File: config.mk
export PLATFORM = sky130hd
export DESIGN_NAME = xml_entity_escaper_core
export DESIGN_NICKNAME = d
export VERILOG_FILES = /design/src/hw/rtl/xee_pkg.sv /design/src/hw/rtl/xml_entity_escaper_core.sv /design/src/hw/rtl/xee_front.sv /design/src/hw/rtl/xee_queue.sv /design/src/hw/rtl/xee_back.sv
export SDC_FILE = /design/constraint.sdc
export NUM_CORES = 1
export LEC_CHECK = 0
export BUFFER_PORTS_ARGS = -buffer_cell sky130_fd_sc_hd__buf_4
export CORE_MARGIN = 5
export CORE_UTILIZATION = 40
export CTS_CLUSTER_DIAMETER = 30
export CTS_CLUSTER_SIZE = 12
export DETAILED_ROUTE_END_ITERATION = 7
export PLACE_DENSITY = 0.59
export SYNTH_ARGS = -nofsm -noshare
export SYNTH_HDL_FRONTEND = slang
export SYNTH_SLANG_ARGS = --single-unit
File: constraint.sdc
create_clock -name clock -period 8.55 [get_ports clock]
set_input_delay 2.565 -clock clock [delete_from_list [all_inputs] [get_ports clock]]
set_output_delay 2.565 -clock clock [all_outputs]
set_load 0.05 [all_outputs]
File: src/hw/rtl/xee_pkg.sv
// ----------------------------------------------------------------------------
// XML entity escaper package
// Shared types, character constants and run lookup functions.
// ----------------------------------------------------------------------------
package xee_pkg;

   localparam int QUEUE_DEPTH_DEFAULT = 4;

   typedef enum logic [2:0] {
      CLS_PLAIN,
      CLS_EOL,
      CLS_AMP,
      CLS_LT,
      CLS_GT,
      CLS_QUOT,
      CLS_APOS,
      CLS_BSL
   } cls_type;

   typedef struct packed {
      cls_type    cls;
      logic [7:0] data;
   } entry_type;

   localparam logic [7:0] CHR_AMP   = 8'h26;
   localparam logic [7:0] CHR_LT    = 8'h3C;
   localparam logic [7:0] CHR_GT    = 8'h3E;
   localparam logic [7:0] CHR_QUOT  = 8'h22;
   localparam logic [7:0] CHR_APOS  = 8'h27;
   localparam logic [7:0] CHR_BSL   = 8'h5C;
   localparam logic [7:0] CHR_CR    = 8'h0D;
   localparam logic [7:0] CHR_LF    = 8'h0A;
   localparam logic [7:0] CHR_UNDER = 8'h5F;

   // entity texts, left aligned in six bytes
   localparam logic [47:0] TXT_AMP  = {"&amp;", 8'h00};
   localparam logic [47:0] TXT_LT   = {"&lt;", 16'h0000};
   localparam logic [47:0] TXT_GT   = {"&gt;", 16'h0000};
   localparam logic [47:0] TXT_QUOT = "&quot;";
   localparam logic [47:0] TXT_APOS = {"&#39;", 8'h00};
   localparam logic [47:0] TXT_BSL  = {"&#92;", 8'h00};

   function automatic logic [2:0] run_len(input cls_type cls);
      logic [2:0] len;
      unique case (cls) inside
         CLS_PLAIN, CLS_EOL:            len = 3'd1;
         CLS_LT, CLS_GT:                len = 3'd4;
         CLS_AMP, CLS_APOS, CLS_BSL:    len = 3'd5;
         CLS_QUOT:                      len = 3'd6;
         default:                       len = 3'd1;
      endcase
      return len;
   endfunction

   function automatic logic [7:0] run_byte(input entry_type ent, input logic [2:0] idx);
      logic [47:0] txt;
      logic [2:0]  sel;
      logic [7:0]  res;
      sel = 3'd5 - idx;
      txt = '0;
      res = ent.data;
      unique case (ent.cls)
         CLS_AMP:  txt = TXT_AMP;
         CLS_LT:   txt = TXT_LT;
         CLS_GT:   txt = TXT_GT;
         CLS_QUOT: txt = TXT_QUOT;
         CLS_APOS: txt = TXT_APOS;
         CLS_BSL:  txt = TXT_BSL;
         default:  txt = '0;
      endcase
      if (ent.cls == CLS_EOL) begin
         res = CHR_UNDER;
      end else if (ent.cls != CLS_PLAIN) begin
         res = txt[{sel, 3'b000} +: 8];
      end
      return res;
   endfunction

endpackage

File: src/hw/rtl/xml_entity_escaper_core.sv
// ----------------------------------------------------------------------------
// XML entity escaper core
// Byte stream escaper: markup characters to entities, CR/LF to underscore.
// ----------------------------------------------------------------------------
// One request byte is taken per cycle while req_stall is low and yields a run
// of one to six response bytes, one per cycle while rsp_stall is low, the last
// flagged by rsp_last_of_run. Plain bytes pass the front end input register,
// the queue and the output byte register; while an entity's run holds the
// response port, the front end keeps filling a QUEUE_DEPTH-entry queue and
// stalls requests only once that queue and its input register are full.
module xml_entity_escaper_core import xee_pkg::*; #(
   parameter int QUEUE_DEPTH = QUEUE_DEPTH_DEFAULT
) (
   input  logic       clock,
   input  logic       reset,
   input  logic       req_valid,
   output logic       req_stall,
   input  logic [7:0] req_in_byte,
   output logic       rsp_valid,
   input  logic       rsp_stall,
   output logic [7:0] rsp_out_byte,
   output logic       rsp_last_of_run
);

   logic      push, pop, full, head_valid;
   entry_type push_entry, head_entry;

   xee_front u_front (
      .clock       (clock),
      .reset       (reset),
      .req_valid   (req_valid),
      .req_stall   (req_stall),
      .req_in_byte (req_in_byte),
      .push        (push),
      .push_entry  (push_entry),
      .queue_full  (full)
   );

   xee_queue #(.QUEUE_DEPTH(QUEUE_DEPTH)) u_queue (
      .clock      (clock),
      .reset      (reset),
      .push       (push),
      .push_entry (push_entry),
      .full       (full),
      .pop        (pop),
      .head_valid (head_valid),
      .head_entry (head_entry)
   );

   xee_back u_back (
      .clock           (clock),
      .reset           (reset),
      .head_valid      (head_valid),
      .head_entry      (head_entry),
      .pop             (pop),
      .rsp_valid       (rsp_valid),
      .rsp_stall       (rsp_stall),
      .rsp_out_byte    (rsp_out_byte),
      .rsp_last_of_run (rsp_last_of_run)
   );

endmodule

File: src/hw/rtl/xee_front.sv
// ----------------------------------------------------------------------------
// XML entity escaper front end
// Accepts request bytes, classifies them and pushes entries to the queue.
// ----------------------------------------------------------------------------
module xee_front import xee_pkg::*; (
   input  logic       clock,
   input  logic       reset,
   input  logic       req_valid,
   output logic       req_stall,
   input  logic [7:0] req_in_byte,
   output logic       push,
   output entry_type  push_entry,
   input  logic       queue_full
);

   logic      valid_ff, valid_in;
   entry_type entry_ff, entry_in;
   logic      req_take;

   function automatic cls_type classify(input logic [7:0] b);
      cls_type c;
      unique case (b) inside
         CHR_AMP:          c = CLS_AMP;
         CHR_LT:           c = CLS_LT;
         CHR_GT:           c = CLS_GT;
         CHR_QUOT:         c = CLS_QUOT;
         CHR_APOS:         c = CLS_APOS;
         CHR_BSL:          c = CLS_BSL;
         CHR_CR, CHR_LF:   c = CLS_EOL;
         default:          c = CLS_PLAIN;
      endcase
      return c;
   endfunction

   assign push       = valid_ff && !queue_full;
   assign push_entry = entry_ff;
   assign req_stall  = valid_ff && queue_full;
   assign req_take   = req_valid && !req_stall;

   always_comb begin
      valid_in = valid_ff;
      entry_in = entry_ff;
      if (push) begin
         valid_in = 1'b0;
      end
      if (req_take) begin
         valid_in      = 1'b1;
         entry_in.cls  = classify(req_in_byte);
         entry_in.data = req_in_byte;
      end
   end

   always_ff @(posedge clock) begin
      if (reset) begin
         valid_ff <= 1'b0;
      end else begin
         valid_ff <= valid_in;
      end
      entry_ff <= entry_in;
   end

endmodule

File: src/hw/rtl/xee_queue.sv
// ----------------------------------------------------------------------------
// XML entity escaper queue
// Small FIFO of classified entries between front and back ends.
// ----------------------------------------------------------------------------
module xee_queue import xee_pkg::*; #(
   parameter int QUEUE_DEPTH = QUEUE_DEPTH_DEFAULT
) (
   input  logic      clock,
   input  logic      reset,
   input  logic      push,
   input  entry_type push_entry,
   output logic      full,
   input  logic      pop,
   output logic      head_valid,
   output entry_type head_entry
);

   localparam int PTR_W = (QUEUE_DEPTH > 1) ? $clog2(QUEUE_DEPTH) : 1;
   localparam int CNT_W = $clog2(QUEUE_DEPTH + 1);
   localparam logic [PTR_W-1:0] PTR_LAST = PTR_W'(QUEUE_DEPTH - 1);
   localparam logic [CNT_W-1:0] CNT_FULL = CNT_W'(QUEUE_DEPTH);

   entry_type        mem [QUEUE_DEPTH];
   logic [PTR_W-1:0] wr_ptr_ff, wr_ptr_in;
   logic [PTR_W-1:0] rd_ptr_ff, rd_ptr_in;
   logic [CNT_W-1:0] count_ff, count_in;

   assign full       = (count_ff == CNT_FULL);
   assign head_valid = (count_ff != '0);
   assign head_entry = mem[rd_ptr_ff];

   always_comb begin
      wr_ptr_in = wr_ptr_ff;
      rd_ptr_in = rd_ptr_ff;
      count_in  = count_ff;
      if (push) begin
         wr_ptr_in = (wr_ptr_ff == PTR_LAST) ? '0 : wr_ptr_ff + 1'b1;
      end
      if (pop) begin
         rd_ptr_in = (rd_ptr_ff == PTR_LAST) ? '0 : rd_ptr_ff + 1'b1;
      end
      if (push && !pop) begin
         count_in = count_ff + 1'b1;
      end else if (pop && !push) begin
         count_in = count_ff - 1'b1;
      end
   end

   always_ff @(posedge clock) begin
      if (reset) begin
         wr_ptr_ff <= '0;
         rd_ptr_ff <= '0;
         count_ff  <= '0;
      end else begin
         wr_ptr_ff <= wr_ptr_in;
         rd_ptr_ff <= rd_ptr_in;
         count_ff  <= count_in;
      end
   end

   always_ff @(posedge clock) begin
      if (push) begin
         mem[wr_ptr_ff] <= push_entry;
      end
   end

endmodule

File: src/hw/rtl/xee_back.sv
// ----------------------------------------------------------------------------
// XML entity escaper back end
// Expands the queue head into its byte run through a response register.
// ----------------------------------------------------------------------------
module xee_back import xee_pkg::*; (
   input  logic       clock,
   input  logic       reset,
   input  logic       head_valid,
   input  entry_type  head_entry,
   output logic       pop,
   output logic       rsp_valid,
   input  logic       rsp_stall,
   output logic [7:0] rsp_out_byte,
   output logic       rsp_last_of_run
);

   logic       valid_ff, valid_in;
   logic [7:0] byte_ff, byte_in;
   logic       last_ff, last_in;
   logic [2:0] idx_ff, idx_in;
   logic       load;
   logic       at_last;

   assign load    = head_valid && (!valid_ff || !rsp_stall);
   assign at_last = (idx_ff == run_len(head_entry.cls) - 3'd1);
   assign pop     = load && at_last;

   always_comb begin
      valid_in = valid_ff;
      byte_in  = byte_ff;
      last_in  = last_ff;
      idx_in   = idx_ff;
      if (valid_ff && !rsp_stall) begin
         valid_in = 1'b0;
      end
      if (load) begin
         valid_in = 1'b1;
         byte_in  = run_byte(head_entry, idx_ff);
         last_in  = at_last;
         idx_in   = at_last ? 3'd0 : idx_ff + 3'd1;
      end
   end

   always_ff @(posedge clock) begin
      if (reset) begin
         valid_ff <= 1'b0;
         idx_ff   <= 3'd0;
      end else begin
         valid_ff <= valid_in;
         idx_ff   <= idx_in;
      end
      byte_ff <= byte_in;
      last_ff <= last_in;
   end

   assign rsp_valid       = valid_ff;
   assign rsp_out_byte    = byte_ff;
   assign rsp_last_of_run = last_ff;

endmodule

* Word level (Yosys, flattened, before mapping)
Memory sizes are Yosys's and may differ from the RTL's. A register that Yosys moved wholly into a read port is not among the register bits. Cells that the tools add are included.
Operators by class: equality and inequality tests 19, muxes and demuxes 18, shift-type cells 1, reduce and logical (&&, ||, !) cells 23, add/subtract/negate cells 7
Operators with widths (count):
- $pmux 46 s6 | 1
- $mux 48 | 1
- $shiftx 48x7->8 | 1
- $eq 8x6->1 const B | 5
- $pmux 3 s7 | 1
- $eq 8x4->1 const B | 2
- $eq 3x3->1 const B | 5
- $mux 3 | 3
- $pmux 3 s3 | 1
- $eq 8x7->1 const B | 1
- $logic_and 1x1->1 | 8
- $mux 2 | 4
- $mux 8 | 1
- $add 3x1->3 const B | 2
- $eq 3x2->1 const B | 2
- $logic_not 1->1 | 6
- $mux 1 | 6
- $reduce_bool 2->1 | 3
- $reduce_bool 3->1 | 2
- $sub 3x1->3 const B | 2
- $add 2x1->2 const B | 2
- $eq 2x2->1 const B | 2
- $reduce_or 2->1 | 2
- $eq 3x1->1 const B | 1
- 4 further kinds | 4
Storage, ports and cells: input bits 12, memories kept 1, register bits after elaboration 32, memory bits (writable) 44
Memory list:
- u_queue.mem | words 4, bits a word 11, rd ports 1, clocked after memory_dff 1, wr ports 1, RTL line xee_queue.sv:23 | entry_type mem [QUEUE_DEPTH];

* Longest topological paths before layout
Gate-level depths: netlist (run 1).
depth in word-level cells 9, depth in mapped cells 13

* Modules after synthesis
A second synthesis (run 1) with hierarchy kept.
Unflattened totals: cell total of the unflattened synthesis 260, area, all modules 3575.9 um^2
Modules (own cells, without submodules):
- xee_queue | seq. area each 1501.4 um^2, cells each 101, area each 2030.7 um^2, instances 1
- xee_back | seq. area each 350.3 um^2, cells each 124, area each 1041.0 um^2, instances 1
- xee_front | seq. area each 350.3 um^2, cells each 35, area each 504.2 um^2, instances 1

* Worst setup path before layout (run 1)
Ideal clock, no wire load.
path type input to register, start input port rsp_stall, end register u_queue.count_ff[2], path slack 4.258 ns, arrival 4.221 ns, cell stages on the path 9, setup time 0.071 ns, cells stage by stage a21o_1 -> inv_1 -> nand2_1 -> ha_1 -> inv_1 -> fa_1 -> xor2_1 -> or3_1 -> a21oi_1
Between the ends: cells in the longest elaborated chain, start to end 7, elaborated cells on any way between the ends 9, classes of those cells 1 x mux; 8 x reduce/logical
Ends and longest elaborated chain:
- start, declared | RTL line xml_entity_escaper_core.sv:20 | input logic rsp_stall,
- $logic_not 1->1 * | RTL line xee_back.sv:24 | assign load = head_valid && (!valid_ff || !rsp_stall);
- $logic_or 1x1->1 * | RTL line xee_back.sv:24
- $logic_and 1x1->1 * | RTL line xee_back.sv:24
- named net u_back.load | RTL line xee_back.sv:21 | logic load;
- $logic_and 1x1->1 * | RTL line xee_back.sv:26 | assign pop = load && at_last;
- $logic_not 1->1 | RTL line xee_queue.sv:42 | if (push && !pop) begin
- $logic_and 1x1->1 | RTL line xee_queue.sv:42
- $mux 3 or $reduce_bool 2->1 (tied branches)
- end signal, assigned | RTL line xee_queue.sv:57 | count_ff <= count_in;
- end, declared | RTL line xee_queue.sv:26 | logic [CNT_W-1:0] count_ff, count_in;
Mark *: on every way through the listed nets, which the timed path passes. The rest lies on a longest branch. A chain may end at the register's enable or synchronous reset.

* Worst setup path in the final report (run 1)
Same ends and word-level chain as after synthesis.

==> out/qor.yml, run 1 <==
clock_network:
  cts_resized: 0
  cts_tree: "built"
  cts.sinks: 78
  h-tree-depth: 3
  cts_hold_buf: 0
  cts_root_buf: "clkbuf_8"
  clk_latency_ns: 0.35
  clk_pin_slew_ns: 0.09
  numCtsBuffers: 9
  post_cts_buffers: 0
  cts_buffer_depth: 2
global_route:
  antenna_found_initial: 0
  grt_pass1_vias: 2300
  grt_usage: 0.130
  grt_pass1_wl_um: 11500
  grt_max_degree: 22
  overflow: 0
final_layout:
  area_growth_syn_to_layout_pct: 11.4
  diodes: 0
  finalInstanceArea_mm2: 0.00410
  n_fill_cell: 814
  nNetsFinal: 318
  drive_above_1_share: 0.191
power:
  comb_power_share: 0.365
  power_density_mw_per_mm2: 310
  p_int_mw: 0.770
  clockPowerShare: 0.209
  swShare: 0.394
  seq_power_share: 0.425
  ir_drop_mv: 0.105
  p_sw_mw: 0.500
  power_mw: 1.27
  leakagePower_nw: 1.39
run_status:
  status: "completed"
worst_setup_path:
  cp_max_fo: 14
  crit_path_start: "rsp_stall"
  cp-end-kind: "flip-flop"
  reg2reg_slack_ns: 4.74
  arrival_ns: 4.58
  worst_setup_path_start_kind: "primary input"
  rr_endpoint: "u_queue.count_ff[2]"
  reg2reg_depth: 11
  crit_type: "primary input to flip-flop"
  required_ns: 8.83
yosys:
  muxShareOfSynthArea: 0.0836
  synth_xor_area_frac: 0.00476
  synth_top_family_by_area: "simple AND/OR/NAND/NOR gates"
  synth.top_cells.by_count: "edfxtp_1 (64), nand2_1 (18), nor2_1 (18)"
  synth_flop_cell: "edfxtp_1"
  synth_edf_count: 64
  ys_seq_area_frac: 0.598
  synthSimpleGateAreaFrac: 0.139
  synth_area_per_cell_um2: 13.2
  synth_warnings: 0
  synth_cells: 278
  synth_nets: 298
  synthMostInstantiatedCell: "edfxtp_1"
  synth_top_area_share: 0.522
  synth_cell_type_count: 60
  synth_fa_ha_area_frac: 0.0292
  async_reset_ff_frac: 0
  yosys.area.top_type: "edfxtp_1"
  ys_ff_latch: 78
  synth_area_leaders: "edfxtp_1 (52%), dfxtp_1 (7.6%), mux4_2 (3.7%)"
  syn_area_mm2: 0.00368
  synth_compound_area_frac: 0.118
timing:
  clock_skew_ns: 0.00707
  fmaxAchievable_ghz: 0.232
  holdWs_ns: 0.479
  fin_crit_ns: 4.31
  layout_setup_ws_ns: 4.24
  setup_violations: 0
  tightestPinTransition_ns: 0.970
  hold_viol_final: 0
  slew_headroom: 0.352
  slew_viol_final: 0
  finalCritPeriodShare: 0.504
  finalSetupTns_ns: 0
  rsz0062_at_grt: "false"
placed_design:
  port_buffers: 22
  pre_cts_slack_ns: 3.85
  place_congestion: 0.776
  dpl_cell_area_mm2: 0.00392
  hpwl_um: 4460
hold_path:
  hold_class: "flip-flop to flip-flop"
  hold_depth: 2
  hold_end: "u_back.rsp_valid"
  min_from: "u_back.rsp_valid"
routing:
  via_count: 2317
  ant_nets: 0
  routed_via_density: 5.60
  wl_per_cell_um: 16.1
  first_pass_iters: 4
  drtIter0Drc: 127
  route.detailed.drc: 0
  finalWirelength_um: 6650
job:
  maxCapViolCount: 0
die:
  die_h_um: 106
  dieArea_mm2: 0.0112
  die_x_um: 106
  fp.coreArea_mm2: 0.00911
  ios: 23
  rows: 35
  initial_core_util: 0.404
cell families (layout without fill, tap and decap cells):
| logic type | count (synthesis) | after routing |
|---|---|---|
| buffers and inverters | 22 | 47 |
| AO/OA/AOI/OAI | 58 | 58 |
| adder cells (fa/ha/maj) | 8 | 8 |
| flip-flops | 78 | 78 |
| multiplexers | 15 | 15 |
| AND/OR/NAND/NOR | 95 | 95 |
| XOR/XNOR | 2 | 2 |
layer usage:
| layer | track usage | up-vias | routed length [um] |
|---|---|---|---|
| li1 | - | 1123 | - |
| met1 | 0.167 | 1129 | 2950 |
| met2 | 0.213 | 53 | 3320 |
| met3 | 0.0261 | 12 | 272 |
| met4 | 0.0574 | 0 | 106 |
| met5 | 0 | - | 0 |
state kept, by name (all words and copies together) (netlist names), named ones only:
register,flops
u_back.rsp_valid,1
u_queue.rd_ptr_ff,2
u_back.rsp_out_byte,8
u_queue.count_ff,3
u_back.rsp_last_of_run,1
u_queue.mem,44
u_front.valid_ff,1
u_queue.wr_ptr_ff,2
u_front.push_entry,11
u_back.idx_ff,3
worst max-delay path by stage:
stage               slack, ns                   to  cells after the start
floorplan                4.26  u_queue.count_ff[2]                      9
global placement         3.97  u_queue.count_ff[2]                     10
detailed placement       3.85  u_queue.count_ff[2]                     10
CTS                      4.22  u_queue.count_ff[2]                     10
global route             4.08  u_queue.count_ff[2]                     10
finish                   4.24  u_queue.count_ff[2]                     10
cell usage in the layout, fill, tap and decap left out, types with 2 or more instances in the layout:
| master | n |
|---|---|
| a21oi_1 | 12 |
| a32o_1 | 2 |
| a2111oi_2 | 2 |
| a22oi_1 | 3 |
| buf_4 | 22 |
| a211oi_1 | 3 |
| edfxtp_1 | 64 |
| nand2b_1 | 4 |
| inv_6 | 4 |
| xor2_1 | 2 |
| inv_1 | 8 |
| and2_1 | 5 |
| ha_1 | 7 |
| a31oi_1 | 5 |
| o211ai_1 | 3 |
| o22ai_1 | 2 |
| mux4_2 | 6 |
| clkbuf_8 | 9 |
| nand3_1 | 6 |
| nor2_1 | 18 |
| nor3_1 | 11 |
| nor4_1 | 2 |
| mux2i_1 | 3 |
| o21ai_0 | 9 |
| clkinvlp_4 | 2 |
| dfxtp_1 | 14 |
| nor2_2 | 2 |
| nand3b_1 | 6 |
| nor2b_1 | 8 |
| and3_1 | 6 |
| nand2_1 | 18 |
| mux4_1 | 5 |
| o221ai_1 | 2 |
area by class of cell:
class	count	area (um2)	share of cell area
Clock buffer	9	124	0.0302
Clock inverter	7	61.3	0.0149
Inverter	9	33.8	0.00823
Multi-Input combinational cell	178	1380	0.336
Sequential cell	78	2200	0.537
Tap cell	111	139	0.0339
Timing Repair Buffer	22	165	0.0403
power by group through the flow:
| stage | sequential, mW | combinational, mW | clock, mW |
|---|---|---|---|
| floorplan | 0.602 | 0.307 | 0 |
| global placement | 0.550 | 0.462 | 0 |
| global route | 0.552 | 0.510 | 0.287 |
| finish | 0.540 | 0.464 | 0.266 |
| detailed placement | 0.550 | 0.466 | 0 |
| CTS | 0.541 | 0.467 | 0.272 |
metrics by stage:
step,std cells,util
finish,414,0.450
floorplan,278,-
CTS,414,0.450
global placement,398,0.430
detailed placement,398,0.430
global route,414,0.450
critical path: stages:
cell     delay (ns)
buf_4          0.08
a21o_1         0.23
inv_1          0.28
nand2_1        0.16
ha_1           0.19
inv_1          0.06
fa_1           0.38
xor2_1         0.18
or3_1          0.31
a21oi_1        0.15
(Power assumes the default switching activity.)
==> run 2: changes to the inputs <==
==> constraint.sdc (replaced) <==
create_clock -name clock -period 4.4 [get_ports clock]
set_input_delay 1.32 -clock clock [delete_from_list [all_inputs] [get_ports clock]]
set_output_delay 1.32 -clock clock [all_outputs]
set_load 0.05 [all_outputs]
==> run 2 against run 1 <==
Worst hold slack better by 0.0011 ns. Sequential share of layout area shrank 0.65 points. Clock-buffer cell count unchanged. First-iteration DRC count fell by 16%. Sequential cell count unchanged. Via count shrank 0.43%. Non-clock buffer count rose by 1. Routed wire length increased by 1.7%. Power grew 100%. Register-to-register slack lost 3.8 ns. Clock skew up 0.0056 ns. Critical endpoint unchanged.
==> out/qor.yml, run 2 (synthesized netlist as in run 1, its figures left out) <==
final_layout:
  drive_above_1_share: 0.194
  final_cell_mix: "edfxtp_1 (64), buf_4 (23), nor2_1 (18), nand2_1 (18), dfxtp_1 (14)"
  largest_register_ff_count: 44
  diodes: 0
  area_growth_syn_to_layout_pct: 12.8
  regMostFlops: "u_queue.mem"
  finalNonFillerCells: 415
  final_common_cell: "edfxtp_1"
  nNetsFinal: 319
  n_fill_cell: 843
timing:
  clock_skew_ns: 0.0127
  setup_violations: 0
  finalCritPeriodShare: 0.786
  fmaxAchievable_ghz: 0.289
  rsz0062_at_grt: "false"
  hold_viol_final: 0
  slew_viol_final: 0
  fin_crit_ns: 3.46
  tightestPinTransition_ns: 1.00
  slew_headroom: 0.330
  finalSetupTns_ns: 0
die:
  initial_core_util: 0.404
  ios: 23
  dieArea_mm2: 0.0112
  die_h_um: 106
  fp.coreArea_mm2: 0.00911
  die_x_um: 106
  rows: 35
worst_setup_path:
  cp_max_fo: 21
  cpPeakStageDelay_ns: 0.77
  required_ns: 4.69
  cp-end-kind: "flip-flop"
  critPathSlowestCell: "mux4_2"
  crit_family: "multiplexers"
  critical_path_buf_inv_count: 1
  worst_setup_path_start_kind: "flip-flop"
  arrival_ns: 3.75
  crit_type: "flip-flop to flip-flop"
  cp_cell_sequence: "mux4_2 -> nand2b_1 -> a22oi_2 -> o21ai_2 -> nand2_1 -> ha_1 -> inv_1 -> fa_1 -> xor2_1 -> or3_1 -> a21oi_1"
global_route:
  grt_max_degree: 22
  overflow: 0
  grt_usage: 0.131
  antenna_found_initial: 0
  grt_pass1_wl_um: 11500
  grt_pass1_vias: 2312
routing:
  via_count: 2307
  ant_nets: 0
  wl_per_cell_um: 16.3
  finalWirelength_um: 6760
  drtIter0Drc: 107
  route.detailed.drc: 0
  routed_via_density: 5.56
  first_pass_iters: 4
clock_network:
  h-tree-depth: 3
  clk_pin_slew_ns: 0.09
  cts_resized: 0
  cts_root_buf: "clkbuf_8"
  cts_tree: "built"
  numCtsBuffers: 9
  cts_buffer_depth: 2
  post_cts_buffers: 0
  cts_hold_buf: 0
  clk_latency_ns: 0.35
  cts.sinks: 78
run_status:
  status: "completed"
power:
  power_density_mw_per_mm2: 616
  comb_power_share: 0.357
  seq_power_share: 0.405
  power_mw: 2.56
  leakagePower_nw: 1.41
  clockPowerShare: 0.238
  p_sw_mw: 0.947
  p_int_mw: 1.61
  ir_drop_mv: 0.174
  swShare: 0.370
placed_design:
  placedCellCount: 399
  port_buffers: 22
  hpwl_um: 4730
  place_congestion: 0.818
hold_path:
  hold_class: "flip-flop to flip-flop"
  min_from: "u_back.rsp_valid"
job:
  maxCapViolCount: 0
-- run 2: changes by cell type in the layout (fill, tap and decap cells not counted), sizes merged --
cell | before | now
inv | 13 | 11
buf | 22 | 23
bufinv | 0 | 2
-- run 2: power groups by stage --
stage	clock network, mW	logic [mW]	registers [mW]
finish	0.608	0.913	1.04
floorplan	0	0.597	1.17
global placement	0	0.909	1.05
detailed placement	0	0.921	1.06
CTS	0.626	0.923	1.04
global route	0.655	0.998	1.06
-- run 2: layout make-up --
class	instances	area [um2]	share of cell area
flip-flops and latches	78	2200	0.530
multi-input cells	178	1380	0.332
repair buffers	23	173	0.0416
well taps	111	139	0.0334
clock buffers	9	124	0.0298
clock inverters	7	104	0.0250
inverters	9	33.8	0.00813
-- run 2: per-stage QoR --
step / hold WS (ns) / utilization / worst slack (ns) / instance area (um2)
3_3_place_gp: 0.460 / 0.431 / 1.04 / 3930
6_report: 0.480 / 0.456 / 0.941 / 4150
2_1_floorplan: 0.459 / - / 1.35 / 3680
5_1_grt: 0.498 / 0.456 / 0.661 / 4150
3_5_place_dp: 0.469 / 0.431 / 0.924 / 3930
4_1_cts: 0.482 / 0.456 / 0.911 / 4150
-- run 2: worst paths after layout --
check	to	slack, ns	cells after the start
worst max-delay path	u_queue.count_ff[2]	0.94	11
worst min register to register	u_back.rsp_valid	0.48	2
worst min-delay path	u_back.rsp_valid	0.48	2
worst max register to register	u_queue.count_ff[2]	0.94	11
-- run 2: worst min-delay path, stage by stage (launching register included) --
cell and delay [ns]:
dfxtp_1 0.33, nand2_1 0.06, a21oi_1 0.05
-- run 2: per-layer routing --
| metal | GRT usage | part of all wire | wire [um] |
|---|---|---|---|
| met5 | 0 | 0 | 0 |
| met4 | 0.0666 | 0.016 | 111 |
| met3 | 0.0206 | 0.041 | 280 |
| met2 | 0.217 | 0.50 | 3380 |
| met1 | 0.167 | 0.44 | 2990 |
==> run 3: changes to the inputs <==
--- a/config.mk
+++ b/config.mk
@@ -11,7 +11,7 @@
 export CTS_CLUSTER_DIAMETER = 30
 export CTS_CLUSTER_SIZE = 12
 export DETAILED_ROUTE_END_ITERATION = 7
-export PLACE_DENSITY = 0.59
+export PLACE_DENSITY = 0.62
 export SYNTH_ARGS = -nofsm -noshare
 export SYNTH_HDL_FRONTEND = slang
 export SYNTH_SLANG_ARGS = --single-unit
==> constraint.sdc (replaced) <==
create_clock -name clock -period 2.8 [get_ports clock]
set_input_delay 0.84 -clock clock [delete_from_list [all_inputs] [get_ports clock]]
set_output_delay 0.84 -clock clock [all_outputs]
set_load 0.05 [all_outputs]
==> run 3 against run 2 <==
The flow now finishes with violations (negative setup slack). Power rose by 60%. Clock skew fell by 0.0015 ns. Non-clock buffer count increased by 18. Via count is 2.3% higher. Worst hold slack about the same. Final area rose by 3.3%. Global-route usage decreased by 0.19 points. Critical path depth unchanged. Critical endpoint unchanged.
==> out/qor.yml, run 3 (synthesized netlist as in run 1, its figures left out) <==
run_status:
  status: "finished, violations left"
  violations: "negative setup slack"
clock_network:
  numCtsBuffers: 9
  cts_hold_buf: 0
  cts.sinks: 78
  clk_pin_slew_ns: 0.08
  cts_root_buf: "clkbuf_8"
  cts_tree: "built"
  h-tree-depth: 3
  cts_buffer_depth: 2
  clk_latency_ns: 0.35
final_layout:
  regMostFlops: "u_queue.mem"
  final_cell_mix: "edfxtp_1 (64), buf_4 (40), nor2_1 (18), nand2_1 (18), dfxtp_1 (13)"
  finalInstanceArea_mm2: 0.00429
  drive_above_1_share: 0.258
  utilization: 0.471
  final_common_cell: "edfxtp_1"
  largest_register_ff_count: 44
  finalNonFillerCells: 433
  register_area_mm2: 0.00221
  area_growth_syn_to_layout_pct: 16.5
  multi_input_area_mm2: 0.00140
  n_fill_cell: 825
  nNetsFinal: 337
  diodes: 0
global_route:
  grt_max_degree: 21
  overflow: 0
  grt_use_met1: 0.166
  use_met3: 0.0298
  grt_pass1_wl_um: 11500
  antenna_found_initial: 0
  grtUsageMet2: 0.212
  grt_usage: 0.129
  gr-max-usage-layer: "met2"
  grt_pass1_vias: 2302
routing:
  finalWirelength_um: 6850
  via_count: 2361
  wl_per_cell_um: 15.8
  first_pass_iters: 4
  route.detailed.drc: 0
  routed_via_density: 5.45
  ant_nets: 0
  drtIter0Drc: 112
worst_setup_path:
  required_ns: 3.08
  cp-end-kind: "flip-flop"
  arrival_ns: 3.09
  critPathSlowestCell: "mux4_2"
  cpPeakStageDelay_ns: 0.54
  cp_cell_sequence: "mux4_2 -> mux2_4 -> a31oi_4 -> o21ai_2 -> nand2_1 -> ha_2 -> inv_2 -> fa_2 -> xor2_1 -> or3_1 -> a21oi_2"
  crit_type: "flip-flop to flip-flop"
  cp_max_fo: 4
  worst_setup_path_start_kind: "flip-flop"
die:
  die_x_um: 106
  dieArea_mm2: 0.0112
  rows: 35
  fp.coreArea_mm2: 0.00911
  ios: 23
  initial_core_util: 0.404
  die_h_um: 106
placed_design:
  hpwl_um: 4810
  place_congestion: 0.852
  port_buffers: 22
  placedCellCount: 415
  pre_cts_slack_ns: -0.0327
  dpl_cell_area_mm2: 0.00406
timing:
  finalCritPeriodShare: 1.00
  hold_viol_final: 0
  fin_crit_ns: 2.81
  slew_viol_final: 0
  slew_headroom: 0.627
  layout_setup_ws_ns: -0.0119
  fmaxAchievable_ghz: 0.356
  setup_violations: 1
  clock_skew_ns: 0.0111
  holdWs_ns: 0.480
  finalSetupTns_ns: -0.0119
  tightestPinTransition_ns: 0.559
  rsz0062_at_grt: "true"
power:
  power_mw: 4.10
  power_density_mw_per_mm2: 955
  leakagePower_nw: 1.49
  ir_drop_mv: 0.320
job:
  maxCapViolCount: 0
hold_path:
  hold_class: "flip-flop to flip-flop"
-- run 3: worst paths after layout --
kind / startpoint / to / slack [ns] / depth (start not counted)
max: flip-flop / u_queue.count_ff[2] / -0.01 / 11
min: u_back.rsp_valid / u_back.rsp_valid / 0.48 / 2
max reg2reg: flip-flop / u_queue.count_ff[2] / -0.01 / 11
min reg2reg: u_back.rsp_valid / u_back.rsp_valid / 0.48 / 2
-- run 3: cell type report --
cell class	count	area share
Sequential cell	78	0.514
Multi-Input combinational cell	178	0.325
Timing Repair Buffer	41	0.0726
Tap cell	111	0.0324
Clock buffer	9	0.0289
Clock inverter	7	0.0187
Inverter	9	0.00788
-- run 3: repair_timing --
action                                  4_1_cts  5_1_grt
pin swaps                                     1        2
buffers inserted                              1        1
endpoints found under the setup margin        1        2
gates resized for setup                       2        3
-- run 3: routing by layer --
layer | part of all wire | routed length (um) | vias to the layer above
met5 | 0 | 0 | -
met2 | 0.51 | 3470 | 54
li1 | - | - | 1153
met3 | 0.038 | 262 | 10
met4 | 0.013 | 91 | 0
met1 | 0.44 | 3030 | 1144
-- run 3: worst max-delay path: cells and delay by family, from the launching register on --
| family | cells | cell delay [ns] |
|---|---|---|
| muxes | 2 | 0.87 |
| adders and majority gates | 2 | 0.50 |
| and+or+nand+nor | 2 | 0.42 |
| DFF | 1 | 0.39 |
| AOI/OAI and AO/OA | 3 | 0.36 |
| xor gates and xnor gates | 1 | 0.17 |
| buffers and inverters | 1 | 0.04 |
-- run 3: power breakdown --
group | total, mW | switching (mW) | internal, mW
clock network | 0.864 | 0.440 | 0.424
logic | 1.65 | 0.993 | 0.653
registers | 1.59 | 0.0983 | 1.49
